===== src/rtl/version_string_parse_compare_core_assert.svh =====
// Assertion macros shared by the version string parser RTL.
`ifndef VERSION_STRING_PARSE_COMPARE_CORE_ASSERT_SVH
`define VERSION_STRING_PARSE_COMPARE_CORE_ASSERT_SVH

// Checks that the consequent holds in the same cycle as the antecedent.
`define VSPC_ASSERT_SAME(name, ante, cons, msg) \
   name: assert property (@(posedge clock) disable iff (reset) (ante) |-> (cons)) \
      else $error(msg);

// Checks that the consequent holds in the cycle after the antecedent.
`define VSPC_ASSERT_NEXT(name, ante, cons, msg) \
   name: assert property (@(posedge clock) disable iff (reset) (ante) |=> (cons)) \
      else $error(msg);

`endif


===== src/rtl/vspc_pkg.sv =====
// Package with the request and response types and constants of the version parser.
`default_nettype none
package vspc_pkg;

   localparam logic [29:0] VerLimit = 30'd999999999;

   localparam logic [7:0] CharLowerV = 8'h76;
   localparam logic [7:0] CharUpperV = 8'h56;
   localparam logic [7:0] CharDot    = 8'h2E;
   localparam logic [7:0] CharSpace  = 8'h20;
   localparam logic [7:0] CharTab    = 8'h09;
   localparam logic [7:0] CharCr     = 8'h0D;
   localparam logic [7:0] CharLf     = 8'h0A;
   localparam logic [7:0] CharZero   = 8'h30;
   localparam logic [7:0] CharNine   = 8'h39;

   localparam logic [1:0] RelOlder = 2'd0;
   localparam logic [1:0] RelEqual = 2'd1;
   localparam logic [1:0] RelNewer = 2'd2;

   localparam logic [1:0] RegMajor = 2'd0;
   localparam logic [1:0] RegMinor = 2'd1;
   localparam logic [1:0] RegPatch = 2'd2;

   typedef struct packed {
      logic [7:0] in_char;
      logic       is_last;
   } req_type;

   typedef struct packed {
      logic        parse_ok;
      logic [29:0] ver_major;
      logic [29:0] ver_minor;
      logic [29:0] ver_patch;
      logic [1:0]  relation;
   } rsp_type;

endpackage
`default_nettype wire


===== src/rtl/version_string_parse_compare_core.sv =====
// Streaming dotted version string parser with comparison against the installed version.
//
//   channel   direction   handshake            payload
//   req       in          req_valid/req_ready  req_data (in_char, is_last)
//   rsp       out         rsp_valid/rsp_ready  rsp_data (parse_ok, major, minor, patch, relation)
//   csr       in          APB, pready high     current major, minor, patch at 0x0, 0x4, 0x8
//
// One request is taken per cycle while req_ready is high; the parse state updates at the accepting edge.
// A response for the last character passes through a parse stage, then the
// version compare stage that drives rsp_data.
// Requests stall only while both the parse stage and the response register are full
// and rsp_ready is low.
// Reset is synchronous and clears the parse state, the valid flags of both stages and the CSRs.
`default_nettype none
module version_string_parse_compare_core (
   input  wire                  clock,
   input  wire                  reset,
   input  wire                  req_valid,
   output logic                 req_ready,
   input  wire vspc_pkg::req_type req_data,
   output logic                 rsp_valid,
   input  wire                  rsp_ready,
   output vspc_pkg::rsp_type    rsp_data,
   input  wire                  csr_psel,
   input  wire                  csr_penable,
   input  wire                  csr_pwrite,
   input  wire  [3:0]           csr_paddr,
   input  wire  [31:0]          csr_pwdata,
   output logic [31:0]          csr_prdata,
   output logic                 csr_pready
);
   import vspc_pkg::*;

   localparam logic [2:0] PhLead   = 3'd0;
   localparam logic [2:0] PhPrefix = 3'd1;
   localparam logic [2:0] PhDigits = 3'd2;
   localparam logic [2:0] PhDot    = 3'd3;
   localparam logic [2:0] PhTrail  = 3'd4;
   localparam logic [2:0] PhBad    = 3'd5;

   typedef struct packed {
      logic        ok;
      logic [29:0] major;
      logic [29:0] minor;
      logic [29:0] patch;
   } res_type;

   logic [29:0] cur_major_ff, cur_minor_ff, cur_patch_ff;
   logic [2:0]  phase_ff, phase_in;
   logic [29:0] acc_ff, acc_in;
   logic [1:0]  cnt_ff, cnt_in;
   logic [29:0] part_major_ff, part_major_in;
   logic [29:0] part_minor_ff, part_minor_in;
   logic [29:0] part_patch_ff, part_patch_in;
   logic        res_valid_ff, res_valid_in;
   res_type     res_ff, res_in;
   logic        rsp_valid_ff, rsp_valid_in;
   rsp_type     rsp_ff, rsp_in;

   logic        req_accept, res_ready, csr_write;
   logic        is_space, is_digit, do_store, over;
   logic [33:0] prod;
   logic [29:0] sum30;
   logic [1:0]  relation;

   assign csr_pready = 1'b1;
   assign csr_write  = csr_psel && csr_penable && csr_pwrite && csr_pready;

   always_comb begin
      case (csr_paddr[3:2])
         RegMajor: csr_prdata = {2'b00, cur_major_ff};
         RegMinor: csr_prdata = {2'b00, cur_minor_ff};
         RegPatch: csr_prdata = {2'b00, cur_patch_ff};
         default:  csr_prdata = 32'd0;
      endcase
   end

   assign res_ready  = !rsp_valid_ff || rsp_ready;
   assign req_ready  = !res_valid_ff || res_ready;
   assign req_accept = req_valid && req_ready;

   assign is_space = req_data.in_char inside {CharSpace, CharTab, CharCr, CharLf};
   assign is_digit = req_data.in_char inside {[CharZero:CharNine]};
   assign prod     = {1'b0, acc_ff, 3'b000} + {3'b000, acc_ff, 1'b0}
                     + {30'd0, req_data.in_char[3:0]};
   assign over     = prod > {4'd0, VerLimit};
   assign sum30    = prod[29:0];

   always_comb begin
      phase_in      = phase_ff;
      acc_in        = acc_ff;
      cnt_in        = cnt_ff;
      part_major_in = part_major_ff;
      part_minor_in = part_minor_ff;
      part_patch_in = part_patch_ff;
      do_store      = 1'b0;
      res_in        = '0;

      case (phase_ff)
         PhLead: begin
            if (is_space) begin
               phase_in = PhLead;
            end else if (req_data.in_char == CharLowerV || req_data.in_char == CharUpperV) begin
               phase_in = PhPrefix;
            end else if (is_digit) begin
               phase_in = over ? PhBad : PhDigits;
               acc_in   = over ? acc_ff : sum30;
            end else begin
               phase_in = PhBad;
            end
         end
         PhPrefix, PhDot: begin
            if (is_digit) begin
               phase_in = over ? PhBad : PhDigits;
               acc_in   = over ? acc_ff : sum30;
            end else begin
               phase_in = PhBad;
            end
         end
         PhDigits: begin
            if (is_digit) begin
               phase_in = over ? PhBad : PhDigits;
               acc_in   = over ? acc_ff : sum30;
            end else if (req_data.in_char == CharDot) begin
               if (cnt_ff >= 2'd2) begin
                  phase_in = PhBad;
               end else begin
                  do_store = 1'b1;
                  phase_in = PhDot;
               end
            end else if (is_space) begin
               do_store = 1'b1;
               phase_in = PhTrail;
            end else begin
               phase_in = PhBad;
            end
         end
         PhTrail: begin
            if (!is_space) begin
               phase_in = PhBad;
            end
         end
         default: begin
            phase_in = PhBad;
         end
      endcase

      if (req_data.is_last && phase_in == PhDigits) begin
         do_store = 1'b1;
         phase_in = PhTrail;
      end

      if (do_store) begin
         case (cnt_ff)
            2'd0:    part_major_in = acc_in;
            2'd1:    part_minor_in = acc_in;
            default: part_patch_in = acc_in;
         endcase
         cnt_in = cnt_ff + 2'd1;
         acc_in = 30'd0;
      end

      if (req_data.is_last) begin
         res_in.ok = (phase_in == PhTrail);
         if (res_in.ok) begin
            res_in.major = part_major_in;
            res_in.minor = part_minor_in;
            res_in.patch = part_patch_in;
         end
         phase_in      = PhLead;
         acc_in        = 30'd0;
         cnt_in        = 2'd0;
         part_major_in = 30'd0;
         part_minor_in = 30'd0;
         part_patch_in = 30'd0;
      end
   end

   always_comb begin
      if (res_ff.major != cur_major_ff) begin
         relation = (res_ff.major < cur_major_ff) ? RelOlder : RelNewer;
      end else if (res_ff.minor != cur_minor_ff) begin
         relation = (res_ff.minor < cur_minor_ff) ? RelOlder : RelNewer;
      end else if (res_ff.patch != cur_patch_ff) begin
         relation = (res_ff.patch < cur_patch_ff) ? RelOlder : RelNewer;
      end else begin
         relation = RelEqual;
      end
   end

   always_comb begin
      res_valid_in = res_valid_ff;
      rsp_valid_in = rsp_valid_ff;
      rsp_in       = rsp_ff;
      if (res_ready) begin
         rsp_valid_in       = res_valid_ff;
         rsp_in.parse_ok    = res_ff.ok;
         rsp_in.ver_major   = res_ff.major;
         rsp_in.ver_minor   = res_ff.minor;
         rsp_in.ver_patch   = res_ff.patch;
         rsp_in.relation    = relation;
         res_valid_in       = 1'b0;
      end
      if (req_accept && req_data.is_last) begin
         res_valid_in = 1'b1;
      end
   end

   always_ff @(posedge clock) begin
      if (reset) begin
         cur_major_ff  <= 30'd0;
         cur_minor_ff  <= 30'd0;
         cur_patch_ff  <= 30'd0;
         phase_ff      <= PhLead;
         acc_ff        <= 30'd0;
         cnt_ff        <= 2'd0;
         part_major_ff <= 30'd0;
         part_minor_ff <= 30'd0;
         part_patch_ff <= 30'd0;
         res_valid_ff  <= 1'b0;
         rsp_valid_ff  <= 1'b0;
      end else begin
         if (csr_write) begin
            case (csr_paddr[3:2])
               RegMajor: cur_major_ff <= csr_pwdata[29:0];
               RegMinor: cur_minor_ff <= csr_pwdata[29:0];
               RegPatch: cur_patch_ff <= csr_pwdata[29:0];
               default:  cur_major_ff <= cur_major_ff;
            endcase
         end
         if (req_accept) begin
            phase_ff      <= phase_in;
            acc_ff        <= acc_in;
            cnt_ff        <= cnt_in;
            part_major_ff <= part_major_in;
            part_minor_ff <= part_minor_in;
            part_patch_ff <= part_patch_in;
         end
         res_valid_ff <= res_valid_in;
         rsp_valid_ff <= rsp_valid_in;
      end
   end

   always_ff @(posedge clock) begin
      if (req_accept && req_data.is_last) begin
         res_ff <= res_in;
      end
      rsp_ff <= rsp_in;
   end

   assign rsp_valid = rsp_valid_ff;
   assign rsp_data  = rsp_ff;

`include "version_string_parse_compare_core_assert.svh"

   `VSPC_ASSERT_SAME(a_invalid_zero, rsp_valid && !rsp_data.parse_ok,
      rsp_data.ver_major == 30'd0 && rsp_data.ver_minor == 30'd0 && rsp_data.ver_patch == 30'd0,
      "Invalid response carries a nonzero version.")
   `VSPC_ASSERT_SAME(a_acc_limit, 1'b1, acc_ff <= VerLimit,
      "Accumulator exceeds the component limit.")
   `VSPC_ASSERT_SAME(a_cnt_trail, cnt_ff == 2'd3, phase_ff == PhTrail || phase_ff == PhBad,
      "Third component stored outside trailing whitespace.")
   `VSPC_ASSERT_NEXT(a_clear_after_last, req_accept && req_data.is_last,
      phase_ff == PhLead && acc_ff == 30'd0 && cnt_ff == 2'd0,
      "Parse state not cleared after the last character.")

endmodule
`default_nettype wire


===== config.mk =====
export PLATFORM = sky130hd
export DESIGN_NAME = version_string_parse_compare_core
export DESIGN_NICKNAME = d
export VERILOG_FILES = /design/src/rtl/vspc_pkg.sv /design/src/rtl/version_string_parse_compare_core.sv
export VERILOG_INCLUDE_DIRS = /design/src /design/src/rtl
export SDC_FILE = /design/constraint.sdc
export NUM_CORES = 1
export LEC_CHECK = 0
export ABC_AREA = 1
export ABC_CLOCK_PERIOD_IN_PS = 11900
export BUFFER_PORTS_ARGS = -buffer_cell sky130_fd_sc_hd__buf_2
export CAP_MARGIN = 20
export CORE_MARGIN = 2
export CORE_UTILIZATION = 25
export DETAILED_ROUTE_END_ITERATION = 8
export SLEW_MARGIN = 20
export SYNTH_ARGS = -nofsm -noshare
export SYNTH_HDL_FRONTEND = slang
export SYNTH_SLANG_ARGS = --single-unit

===== constraint.sdc =====
create_clock -name clock -period 11.9 [get_ports clock]
set_input_delay 2.38 -clock clock [delete_from_list [all_inputs] [get_ports clock]]
set_output_delay 2.38 -clock clock [all_outputs]
set_load 0.1 [all_outputs]

==> results.ini <==
[status]
status=complete, no violations

[placed_design]
post-place-ws_ps=2230
hpwl_mm=53.1
gp_congestion=0.922
io_buffers=172
place_area_sq_um=25600

[clock_tree]
clock_path_buffers=3
clkTransAtPathRegs_ps=70
cts_root_buf=clkbuf_16
ctsHoldBuffers=0
clkLatencyLatePin_ps=550
cts_made_buffers=39
post_cts.resized_instances=0
clock-sinks=401
cts_tree=yes
cts.htree.levels=2
postCtsSetupBuffers=0

[yosys]
ys_seq_elements=401
synth-edff-count=184
synth.most_common_cell=nand2_1
yosysSeqAreaShare=0.418
ys.flop_type=dfxtp_1
syn_area_sq_um=23600
synth.avg_cell_area_sq_um=7.45
synth_common_cells=nand2_1 (981), inv_1 (372), a21oi_1 (348)
yosys_warnings=0
synth_top_area_frac=0.234
synth.distinct_cells=48
syn-instance-count=3168
synthArstFlopShare=0
yosys.area.top_type=edfxtp_1
yosys-top-cells-area=edfxtp_1 (23%), dfxtp_1 (18%), nand2_1 (16%), ha_1 (8.1%), a21oi_1 (7.4%)

[sta]
min_period_ps=9030
final.setup.worst_slack_ps=2870
whs_ps=432
setup_viol=0
grt_setup_unrepaired=false
slew-limit-headroom=0.247
finalCritPeriodShare=0.758
worstMarginPinSlew_ps=1130
timing.fmax_mhz=111
setup_tns_ps=0
fin_skew_ps=14.5
finalMaxSlewViolations=0
final_hold_viol_count=0

[pwr]
cellPowerDensity_nw_per_um2=119
comb_power_share=0.112
internal-power_w=0.00234
power_w=0.00321
switchingPower_w=0.000875
pwr-share-seq=0.465
p_clk_frac=0.423
vdd_drop_max_v=0.0000846
p_leak_nw=12.0
swShare=0.272

[critical_path]
critPathSlowestCell=nand2_2
path_buf_inv=5
arrival_ps=9500
path_delay_family=simple AND/OR/NAND/NOR gates
cp.required_ps=12370
critPathKind=input pin to flip-flop
critPathCaptureType=flip-flop
path_common_cell=nand2_1
cp_max_fo=49
cpPeakStageDelay_ps=950
cp-start-kind=input pin

[grt]
grt_overflow=0
grt_pass1_wl_mm=112
gr-usage-all-layers=0.145
grt_antenna_before_repair=0
grt_max_degree=127
first_global_vias=18971

[final_layout]
fin_nets=3452
area_growth_pct=14.3
design_area_sq_um=27000
drive_above_1_share=0.125
diodes=0

[drt]
viasPerCell=4.60
route.detailed.drc=0
drt_iter0_markers=1587
drtAntennaViolNets=0
wire_per_inst_um=16.1
routed_wl_mm=72.9
first_pass_iters=5
num_vias=20826

[floorplanning]
die_area_sq_um=96900
die_y_um=311
num_rows=112
initial_core_util=0.253
coreArea_sq_um=93500
pin_count=180
fp.dieW_um=311

[hold_path]
worstHoldPathType=flip-flop to flip-flop

[flow_run]
drv_cap=0

==> registers in the layout (all words and copies together) (netlist names) <==
register and cells:
rsp_data 93, res_ff 91, acc_ff 30, cur_major_ff 30, cur_minor_ff 30, cur_patch_ff 30, part_major_ff 30, part_minor_ff 30
part_patch_ff 30, phase_ff 3, cnt_ff 2, res_valid_ff 1, rsp_valid 1
==> metrics by stage <==
stage	std cells	util
after floorplan	3169	-
after global placement	4459	0.274
after detailed placement	4459	0.274
after CTS	4530	0.289
after global routing	4530	0.289
final	4530	0.289
==> routing by layer <==
| metal | global-route usage | part of all wire | up-vias | wire [um] |
|---|---|---|---|---|
| met5 | 0 | 0 | - | 0 |
| met4 | 0.0525 | 0.036 | 0 | 2630 |
| met3 | 0.0144 | 0.045 | 111 | 3290 |
| met2 | 0.249 | 0.48 | 550 | 35000 |
| met1 | 0.188 | 0.44 | 9549 | 32000 |
| li1 | - | - | 10616 | - |
==> worst paths after layout <==
path | startpoint | cells past startpoint | slack (ps) | to
setup / recovery | req_data[4] | 27 | 2870 | part_minor_ff[3]$_SDFFE_PP0P_
hold / removal | res_ff[90]$_SDFFCE_PN0P_ | 0 | 430 | rsp_data[92]$_DFFE_PP_
setup reg to reg | acc_ff[0]$_SDFFE_PP0P_ | 26 | 4510 | part_minor_ff[3]$_SDFFE_PP0P_
hold reg to reg | res_ff[90]$_SDFFCE_PN0P_ | 0 | 430 | rsp_data[92]$_DFFE_PP_
==> worst reg2reg max path, stage by stage, from the launching register on <==
cell      delay, ps
dfxtp_1         370
fa_1            550
inv_1            60
fa_1            460
inv_1           150
nand2_1          70
nand2_1          70
and2_1          240
nand2_1         110
nand3_1         160
nand2_1         100
nand3_1          90
nand2_1          50
nor2_1          130
nand2_1         130
inv_1            80
nand2_1          80
nor2_4          570
nand3_2         830
a21boi_1        560
nand3_4         400
nand2_2         960
buf_4           610
nand2_1         200
nand2_1          90
nand2_1          60
a21oi_1         150
==> layout make-up <==
class,count,area [sq um]
multi-input combinational,2233,11700
inverter,376,1410
fill,10027,66500
tap,1254,1570
clock inverter,27,314
timing repair buffer,195,1040
clock buffer,44,1070
sequential,401,9870
==> power groups by stage <==
stage	combinational [W]	clock [W]	sequential, W
after floorplan	0.000169	0	0.00162
after global placement	0.000360	0	0.00153
after detailed placement	0.000361	0	0.00153
after CTS	0.000362	0.00138	0.00149
after global routing	0.000390	0.00143	0.00150
final	0.000361	0.00136	0.00149
==> cells in the final DEF, fill, tap and decap left out, drive strengths merged, types with 80 or more instances in the layout <==
| master | count |
|---|---|
| ha | 152 |
| o21ai | 113 |
| a21oi | 388 |
| dfxtp | 217 |
| nor2 | 120 |
| nand2 | 983 |
| inv | 378 |
| or2 | 80 |
| buf | 195 |
| edfxtp | 184 |
| nand3 | 224 |
==> cell families after synthesis <==
group / synth area share
AOI/OAI and AO/OA: 0.138
xor gates and xnor gates: 0.00223
adders and majority gates: 0.0823
buffers and inverters: 0.0887
DFF: 0.418
other: 0.000318
and+or+nand+nor: 0.270
Note: power is estimated with default switching activity, not from simulation.
